<file path="src/rtl/mbps_pkg.sv">
// shared types and constants for the masked byte pattern scanner
// no dependencies; imported by every module of the block
package mbps_pkg;

    localparam int MAX_PATTERN = 32;
    localparam int PAT_BYTES   = 32;
    localparam int PAT_IDX_W   = 5;
    localparam int CFG_LEN_W   = 6;
    localparam int LEN_W       = $clog2(MAX_PATTERN + 1);
    localparam int CW          = (LEN_W > CFG_LEN_W) ? LEN_W : CFG_LEN_W;
    localparam int CFG_IDX_W   = 3;
    localparam int CFG_DATA_W  = 64;

    localparam logic [CFG_IDX_W-1:0] CFG_PATTERN_WORD0  = 3'd0;
    localparam logic [CFG_IDX_W-1:0] CFG_PATTERN_WORD1  = 3'd1;
    localparam logic [CFG_IDX_W-1:0] CFG_PATTERN_WORD2  = 3'd2;
    localparam logic [CFG_IDX_W-1:0] CFG_PATTERN_WORD3  = 3'd3;
    localparam logic [CFG_IDX_W-1:0] CFG_COMPARE_MASK   = 3'd4;
    localparam logic [CFG_IDX_W-1:0] CFG_PATTERN_LENGTH = 3'd5;
    localparam logic [CFG_IDX_W-1:0] CFG_REGION_BASE    = 3'd6;

    typedef struct packed {
        logic [7:0] data_byte;
        logic       end_of_region;
    } t_in_item;

    typedef struct packed {
        logic [31:0] match_count;
        logic [31:0] last_match_address;
    } t_out_item;

    // one window position as seen by the tally stage
    typedef struct packed {
        logic        hit;
        logic        last;
        logic [31:0] addr;
    } t_hit_item;

endpackage

</file>
<file path="src/rtl/mbps_cell.sv">
// one window cell: holds a byte, hands it to the next cell on each shift
// and compares it against its aligned pattern byte; uses mbps_pkg
module mbps_cell (
    input  logic       i_clk,
    input  logic       i_shift,
    input  logic [7:0] i_byte,
    input  logic [7:0] i_pat_byte,
    input  logic       i_care,
    output logic [7:0] o_byte,
    output logic       o_hit
);
    import mbps_pkg::*;

    logic [7:0] r_byte;

    always_ff @(posedge i_clk) begin
        if (i_shift) begin
            r_byte <= i_byte;
        end
    end

    assign o_byte = r_byte;
    assign o_hit  = !i_care || (r_byte == i_pat_byte);

endmodule

</file>
<file path="src/rtl/mbps_tally.sv">
// per-region match counter, last match address and result register
// uses mbps_pkg for the hit and result transaction types
module mbps_tally (
    input  logic                i_clk,
    input  logic                i_rst_n,
    input  logic                i_fire,
    input  mbps_pkg::t_hit_item i_item,
    output logic                o_out_valid,
    input  logic                i_out_stall,
    output mbps_pkg::t_out_item o_out_data
);
    import mbps_pkg::*;

    logic [31:0] r_cnt;
    logic [31:0] r_addr;
    logic        r_ov;
    t_out_item   r_out;
    logic [31:0] n_cnt;
    logic [31:0] n_addr;

    always_comb begin
        n_cnt  = r_cnt;
        n_addr = r_addr;
        if (i_item.hit) begin
            if (r_cnt != 32'hFFFF_FFFF) begin
                n_cnt = r_cnt + 32'd1;
            end
            n_addr = i_item.addr;
        end
    end

    always_ff @(posedge i_clk) begin
        if (!i_rst_n) begin
            r_cnt  <= '0;
            r_addr <= '0;
            r_ov   <= 1'b0;
        end else begin
            if (r_ov && !i_out_stall) begin
                r_ov <= 1'b0;
            end
            if (i_fire) begin
                if (i_item.last) begin
                    r_ov   <= 1'b1;
                    r_cnt  <= '0;
                    r_addr <= '0;
                end else begin
                    r_cnt  <= n_cnt;
                    r_addr <= n_addr;
                end
            end
        end
    end

    always_ff @(posedge i_clk) begin
        if (i_fire && i_item.last) begin
            r_out.match_count        <= n_cnt;
            r_out.last_match_address <= n_addr;
        end
    end

    assign o_out_valid = r_ov;
    assign o_out_data  = r_out;

endmodule

</file>
<file path="src/rtl/masked_byte_pattern_scanner.sv">
// top level of the masked byte pattern scanner: config registers, window
// cell chain, alignment of pattern bytes and the tally stage
// depends on mbps_pkg, mbps_cell and mbps_tally
//
// Usage
// - input channel i_in_valid / o_in_stall / i_in_data carries one region byte
//   per transaction in ascending address order; end_of_region marks the last
// - output channel o_out_valid / i_out_stall / o_out_data carries one result
//   per region: the saturating match count and the address of the last match
// - throughput is one byte per cycle unless o_in_stall is high; the byte
//   enters the cell chain at the accepting edge and the window is compared
//   in the following cycle; the result is registered in the tally stage
//   when the compare stage advances with the last byte of the region
// - config writes (i_cfg_we, i_cfg_index, i_cfg_wdata) land at the next edge
//   and the user must make them while no region is in flight; not enforced
// - while the receiver stalls, bytes of the next region keep flowing until a
//   second region end reaches the compare stage; only then is o_in_stall high
// - reset clears the region state and the result valid flag, sets the pattern
//   length to one and the other config registers to zero
module masked_byte_pattern_scanner (
    input  logic                                i_clk,
    input  logic                                i_rst_n,
    input  logic                                i_cfg_we,
    input  logic [mbps_pkg::CFG_IDX_W-1:0]      i_cfg_index,
    input  logic [mbps_pkg::CFG_DATA_W-1:0]     i_cfg_wdata,
    input  logic                                i_in_valid,
    output logic                                o_in_stall,
    input  mbps_pkg::t_in_item                  i_in_data,
    output logic                                o_out_valid,
    input  logic                                i_out_stall,
    output mbps_pkg::t_out_item                 o_out_data
);
    import mbps_pkg::*;

    logic [63:0]          r_pat_word [0:3];
    logic [31:0]          r_mask;
    logic [CFG_LEN_W-1:0] r_len;
    logic [31:0]          r_base;

    logic                 r_a_v;
    logic                 r_a_last;
    logic                 r_restart;
    logic [LEN_W-1:0]     r_fill;
    logic [31:0]          r_seen;

    logic                 w_in_acc;
    logic                 w_fire_b;
    logic [CW-1:0]        w_len;
    logic [255:0]         w_pat_flat;
    logic [7:0]           w_chain [0:MAX_PATTERN];
    logic [MAX_PATTERN-1:0] w_hits;
    t_hit_item            w_item;

    // configuration registers
    always_ff @(posedge i_clk) begin
        if (!i_rst_n) begin
            r_pat_word[0] <= '0;
            r_pat_word[1] <= '0;
            r_pat_word[2] <= '0;
            r_pat_word[3] <= '0;
            r_mask        <= '0;
            r_len         <= CFG_LEN_W'(1);
            r_base        <= '0;
        end else if (i_cfg_we) begin
            case (i_cfg_index)
                CFG_PATTERN_WORD0:  r_pat_word[0] <= i_cfg_wdata;
                CFG_PATTERN_WORD1:  r_pat_word[1] <= i_cfg_wdata;
                CFG_PATTERN_WORD2:  r_pat_word[2] <= i_cfg_wdata;
                CFG_PATTERN_WORD3:  r_pat_word[3] <= i_cfg_wdata;
                CFG_COMPARE_MASK:   r_mask        <= i_cfg_wdata[31:0];
                CFG_PATTERN_LENGTH: r_len         <= i_cfg_wdata[CFG_LEN_W-1:0];
                CFG_REGION_BASE:    r_base        <= i_cfg_wdata[31:0];
                default: ;
            endcase
        end
    end

    assign w_pat_flat = {r_pat_word[3], r_pat_word[2], r_pat_word[1], r_pat_word[0]};

    // zero acts as one, anything beyond the window depth as the depth
    always_comb begin
        w_len = CW'(r_len);
        if (w_len == '0) begin
            w_len = CW'(1);
        end else if (w_len > CW'(MAX_PATTERN)) begin
            w_len = CW'(MAX_PATTERN);
        end
    end

    // handshake and compare-stage advance
    assign w_fire_b   = r_a_v && (!r_a_last || !o_out_valid || !i_out_stall);
    assign o_in_stall = r_a_v && !w_fire_b;
    assign w_in_acc   = i_in_valid && !o_in_stall;

    always_ff @(posedge i_clk) begin
        if (!i_rst_n) begin
            r_a_v     <= 1'b0;
            r_a_last  <= 1'b0;
            r_restart <= 1'b1;
            r_fill    <= '0;
            r_seen    <= '0;
        end else if (w_in_acc) begin
            r_a_v     <= 1'b1;
            r_a_last  <= i_in_data.end_of_region;
            r_restart <= i_in_data.end_of_region;
            if (r_restart) begin
                r_fill <= LEN_W'(1);
                r_seen <= 32'd1;
            end else begin
                if (r_fill != LEN_W'(MAX_PATTERN)) begin
                    r_fill <= r_fill + LEN_W'(1);
                end
                r_seen <= r_seen + 32'd1;
            end
        end else if (w_fire_b) begin
            r_a_v <= 1'b0;
        end
    end

    // cell chain: cell k holds the byte seen k transactions ago
    assign w_chain[0] = i_in_data.data_byte;

    for (genvar k = 0; k < MAX_PATTERN; k++) begin : g_cell
        localparam logic [CW-1:0] KC = CW'(k);
        logic [CW-1:0] w_j;
        logic [7:0]    w_pb;
        logic          w_care;

        // cell k lines up with pattern byte len-1-k
        always_comb begin
            w_j    = w_len - CW'(1) - KC;
            w_pb   = '0;
            w_care = 1'b0;
            if (KC < w_len && w_j < CW'(PAT_BYTES)) begin
                w_pb   = w_pat_flat[{w_j[PAT_IDX_W-1:0], 3'b000} +: 8];
                w_care = (w_j == '0) || r_mask[w_j[PAT_IDX_W-1:0]];
            end
        end

        mbps_cell u_cell (
            .i_clk      (i_clk),
            .i_shift    (w_in_acc),
            .i_byte     (w_chain[k]),
            .i_pat_byte (w_pb),
            .i_care     (w_care),
            .o_byte     (w_chain[k+1]),
            .o_hit      (w_hits[k])
        );
    end

    assign w_item.hit  = r_a_v && (&w_hits) && (CW'(r_fill) >= w_len);
    assign w_item.last = r_a_last;
    assign w_item.addr = r_base + r_seen - 32'(w_len);

    mbps_tally u_tally (
        .i_clk       (i_clk),
        .i_rst_n     (i_rst_n),
        .i_fire      (w_fire_b),
        .i_item      (w_item),
        .o_out_valid (o_out_valid),
        .i_out_stall (i_out_stall),
        .o_out_data  (o_out_data)
    );

    a_result_from_region_end: assert property (@(posedge i_clk) disable iff (!i_rst_n)
        $rose(o_out_valid) |-> $past(w_fire_b && r_a_last))
        else $error("result raised without a region end");

    a_reset_clears_result: assert property (@(posedge i_clk)
        !i_rst_n |=> !o_out_valid)
        else $error("result valid after reset");

    a_fill_bounded: assert property (@(posedge i_clk) disable iff (!i_rst_n)
        r_fill <= LEN_W'(MAX_PATTERN))
        else $error("window fill beyond depth");

    a_no_match_no_address: assert property (@(posedge i_clk) disable iff (!i_rst_n)
        (o_out_valid && o_out_data.match_count == 32'd0)
            |-> (o_out_data.last_match_address == 32'd0))
        else $error("address reported without a match");

endmodule

</file>
<file path="config.mk">
export PLATFORM = sky130hd
export DESIGN_NAME = masked_byte_pattern_scanner
export DESIGN_NICKNAME = d
export VERILOG_FILES = /design/src/rtl/mbps_pkg.sv /design/src/rtl/mbps_cell.sv /design/src/rtl/mbps_tally.sv /design/src/rtl/masked_byte_pattern_scanner.sv
export SDC_FILE = /design/constraint.sdc
export NUM_CORES = 2
export LEC_CHECK = 0
export BUFFER_PORTS_ARGS = -buffer_cell sky130_fd_sc_hd__buf_4
export CAP_MARGIN = 40
export CORE_MARGIN = 1
export CORE_UTILIZATION = 35
export CTS_BUF_LIST = sky130_fd_sc_hd__clkbuf_2 sky130_fd_sc_hd__clkbuf_4 sky130_fd_sc_hd__clkbuf_8
export DETAILED_ROUTE_END_ITERATION = 10
export PLACE_DENSITY = 0.52
export SLEW_MARGIN = 20
export SYNTH_ARGS = -nofsm -noshare
export SYNTH_HDL_FRONTEND = slang
export SYNTH_HIERARCHICAL = 1
export SYNTH_SLANG_ARGS = --single-unit
</file>
<file path="constraint.sdc">
create_clock -name i_clk -period 10.45 [get_ports i_clk]
set_input_delay 0.5225 -clock i_clk [delete_from_list [all_inputs] [get_ports i_clk]]
set_output_delay 0.5225 -clock i_clk [all_outputs]
set_load 0.005 [all_outputs]
</file>
==> reports/metrics.json <==
{
  "status": "completed",
  "fin_area_mm2": 0.0594,
  "cts_tree": "built",
  "asyncSetResetFlopFracSynth": 0,
  "io_pins": 147,
  "1st_pass_router_iterations": 8,
  "synth.lib_cells_used.distinct": 94,
  "routed_wire_length_per_instance_um": 30.9,
  "total_number_of_vias": 45300,
  "grt_overflow_total": 0,
  "finalWeightedCongestion": 1.16,
  "drv.max_cap_violation_count": 0,
  "cts.sinks": 752,
  "final_min_period_over_clock_period": 0.832,
  "register_bit_count_reported_by_yosys": 752,
  "core_region_area_mm2": 0.146,
  "layout.nets": 5863,
  "worst_setup_path_start_kind": "flip-flop",
  "fp-row-count": 140,
  "buffer_ports.inserted": 146,
  "setup_violators_final": 0,
  "final-max-slew-violation-count": 0,
  "postSynthNetCount": 5667,
  "dp_worst_setup_slack_ns": 1.98,
  "power-per-cell-area_mw_per_mm2": 141,
  "ir_drop_mv": 0.115,
  "critical_path_required_ns": 11.15,
  "layoutNonFillerInstCount": 7723,
  "clkLatencyLatePin_ns": 0.95,
  "total_wirelength_of_the_detailed_routed_design_mm": 238,
  "syn-instance-count": 5491,
  "ant_nets": 0,
  "synth-main-ff-cell": "sky130_fd_sc_hd__edfxtp_1",
  "r2r_setup_slack_ns": 1.75,
  "route.detailed.drc": 0,
  "timing.final.hold_violations": 0,
  "worst-path-max-fanout": 52,
  "final.setup.worst_slack_ns": 1.75,
  "finalHoldWorstSlack_ns": 0.0840,
  "worst-endpoint-arrival_ns": 9.40,
  "tightestPinTransition_ns": 1.03,
  "post-synth-top-area-fraction": 0.333,
  "syn-mean-instance-area_um2": 9.46,
  "slew_headroom": 0.290,
  "post_synth_most_frequent_cells": "sky130_fd_sc_hd__nand2_1 (1203), sky130_fd_sc_hd__mux2i_1 (666), sky130_fd_sc_hd__edfxtp_1 (576), sky130_fd_sc_hd__xnor2_1 (381), sky130_fd_sc_hd__a21oi_1 (323)",
  "synth-seq-area-share": 0.401,
  "cts_htree_levels": 4,
  "die_y_um": 387,
  "syn-cell-area_mm2": 0.0519,
  "globalRouteTotalUtil": 0.310,
  "finalClockSkew_ns": 0.0793,
  "rsz0062_at_grt": "false",
  "final_period_minus_worst_setup_slack_ns": 8.70,
  "drive_above_1_share": 0.132,
  "ys_top_cells_by_area": "sky130_fd_sc_hd__edfxtp_1 (33%), sky130_fd_sc_hd__mux2i_1 (13%), sky130_fd_sc_hd__nand2_1 (8.7%), sky130_fd_sc_hd__dfxtp_1 (6.8%), sky130_fd_sc_hd__xnor2_1 (6.4%)",
  "post-cts-setup-buffer-count": 0,
  "crit_path_end_kind": "flip-flop",
  "timing_worst_setup_path_type": "flip-flop to flip-flop",
  "grt_pass1_vias": 41900,
  "yosys.area.top_type": "sky130_fd_sc_hd__edfxtp_1",
  "synthesis.yosys.warnings": 6,
  "start_util": 0.355,
  "total_leakage_power_nw": 22.4,
  "placed_area_mm2": 0.0555,
  "die_area_mm2": 0.150,
  "grt_start_max_net_pins": 174,
  "path_clk_slew_ns": 0.06,
  "synth-edff-count": 576,
  "first_iter_violations": 5816,
  "avgViaCountPerCell": 5.87,
  "dp_cells": 7356,
  "cts.root.buffer_cell": "sky130_fd_sc_hd__clkbuf_8",
  "grt_first_pass_wirelength_mm": 328,
  "die_w_um": 387,
  "max_freq_ghz": 0.115,
  "clockBufferDepth": 3,
  "tritoncts.num_buffers": 141,
  "antenna_violations_before_repair": 20,
  "class_of_the_tightest_hold_or_removal_check": "input pin to flip-flop",
  "dp_hpwl_mm": 185,
  "area_growth_pct": 14.3,
  "post-synth-top-count-cell": "sky130_fd_sc_hd__nand2_1",
  "setup_total_negative_slack_ns": 0
}
==> cells by family (layout without fill, tap and decap cells) <==
family                   after synthesis  in the layout  share of synthesized area
adder cells (fa/ha/maj)               95             95                     0.0238
buffers and inverters                504            809                     0.0398
other                                  0             10                          0
XOR/XNOR                             404            404                     0.0689
AND/OR/NAND/NOR                     2122           2122                      0.188
AO/OA/AOI/OAI                        804            804                     0.0956
flip-flops                           752            752                      0.401
multiplexers                         810            810                      0.183
==> worst max-delay path, cell delays in order (launching register included) <==
cell and delay [ns]:
sky130_fd_sc_hd__dfxtp_1 0.53, sky130_fd_sc_hd__nor4_4 0.10, sky130_fd_sc_hd__o21ai_4 0.65, sky130_fd_sc_hd__buf_4 0.65
sky130_fd_sc_hd__buf_4 0.66, sky130_fd_sc_hd__mux2i_1 0.28, sky130_fd_sc_hd__mux2i_1 0.78, sky130_fd_sc_hd__mux2i_1 0.37
sky130_fd_sc_hd__nand2_1 0.15, sky130_fd_sc_hd__nand3_1 0.08, sky130_fd_sc_hd__a21oi_1 0.65, sky130_fd_sc_hd__xnor2_1 0.19
sky130_fd_sc_hd__nand4_1 0.17, sky130_fd_sc_hd__o21ai_1 0.34, sky130_fd_sc_hd__nand4_1 0.22, sky130_fd_sc_hd__nor4_1 0.28
sky130_fd_sc_hd__nand2_1 0.23, sky130_fd_sc_hd__nor3_2 0.33, sky130_fd_sc_hd__nand4_1 0.28, sky130_fd_sc_hd__or4_1 0.70
sky130_fd_sc_hd__nor4_4 0.41, sky130_fd_sc_hd__nand3_1 0.15, sky130_fd_sc_hd__xnor2_1 0.14
==> where the power goes <==
part	internal, mW	switching, mW	total (mW)
Sequential	3.37	0.141	3.51
Combinational	0.619	1.34	1.96
Clock	1.53	1.39	2.92
==> final cells by class <==
type                    instances  area (um2)
fillers                     14500       87100
multi-input cells            4235       29300
flip-flops and latches        752       20800
repair buffers                395        3430
clock buffers                 197        2400
well taps                    1917        2400
inverters                     162         628
clock inverters                55         393
diodes                         10        25.0
==> cells in the final DEF, fill, tap and decap left out, types with 27 or more instances in the layout <==
cell type                       Yosys  layout
sky130_fd_sc_hd__and2_1           262     261
sky130_fd_sc_hd__dlygate4sd3_1      0      79
sky130_fd_sc_hd__clkbuf_4           0      66
sky130_fd_sc_hd__a22oi_1           34      34
sky130_fd_sc_hd__a22o_1            66      66
sky130_fd_sc_hd__o21ai_0           53      48
sky130_fd_sc_hd__nor2_1           190     186
sky130_fd_sc_hd__mux2_2            35      35
sky130_fd_sc_hd__mux4_2           109     109
sky130_fd_sc_hd__inv_1            152     149
sky130_fd_sc_hd__mux2i_1          666     666
sky130_fd_sc_hd__clkbuf_8           1     147
sky130_fd_sc_hd__and3_1           154     154
sky130_fd_sc_hd__o21ai_1           41      40
sky130_fd_sc_hd__a21oi_1          323     323
sky130_fd_sc_hd__nand4_1           97      97
sky130_fd_sc_hd__a31oi_1          161     161
sky130_fd_sc_hd__nand3_1           78      78
sky130_fd_sc_hd__ha_1              89      84
sky130_fd_sc_hd__edfxtp_1         576     576
sky130_fd_sc_hd__nor3_1            49      48
sky130_fd_sc_hd__buf_4             13     272
sky130_fd_sc_hd__dfxtp_1          176     176
sky130_fd_sc_hd__clkinv_1           2      27
sky130_fd_sc_hd__nand2_1         1203    1201
sky130_fd_sc_hd__xnor2_1          381     376
==> metrics by stage <==
| step | power (mW) | util |
|---|---|---|
| 2_1_floorplan | 4.55 | - |
| 3_3_place_gp | 5.38 | 0.376 |
| 3_5_place_dp | 5.40 | 0.379 |
| 4_1_cts | 8.37 | 0.403 |
| 5_1_grt | 8.63 | 0.405 |
| 6_report | 8.39 | 0.405 |
==> final timing paths <==
check        cells past startpoint                         from                     endpoint
min reg2reg                      0  g_cell[14].u_cell/o_byte[2]  g_cell[15].u_cell/o_byte[2]
max                             22                     r_len[3]       u_tally/o_out_data[63]
max reg2reg                     22                     r_len[3]       u_tally/o_out_data[63]
min                              2               i_cfg_index[2]            r_pat_word[0][29]
==> registers in the layout, indices dropped and copies added (netlist names), 32 cells and up <==
signal / cells
u_tally/r_cnt: 32
u_tally/o_out_data: 64
r_seen: 32
g_cell.u_cell/o_byte: 256
r_pat_word: 256
r_mask: 32
r_base: 32
u_tally/r_addr: 32
==> routing by layer <==
layer,routed length (um),part of all wire,GRT usage,up-vias
li1,-,-,-,20000
met1,99100,0.42,0.409,22500
met2,99500,0.42,0.450,2251
met3,23400,0.098,0.0859,502
met4,16200,0.068,0.186,6
met5,32,0.00013,0,-
==> timing repair <==
action | CTS | global route
resized for setup | 0 | 0
endpoints found under the setup margin | 0 | 0
hold buffers | 79 | 0
hold endpoints to repair | 334 | 0
No activity file was read; power rests on OpenSTA's default activity.
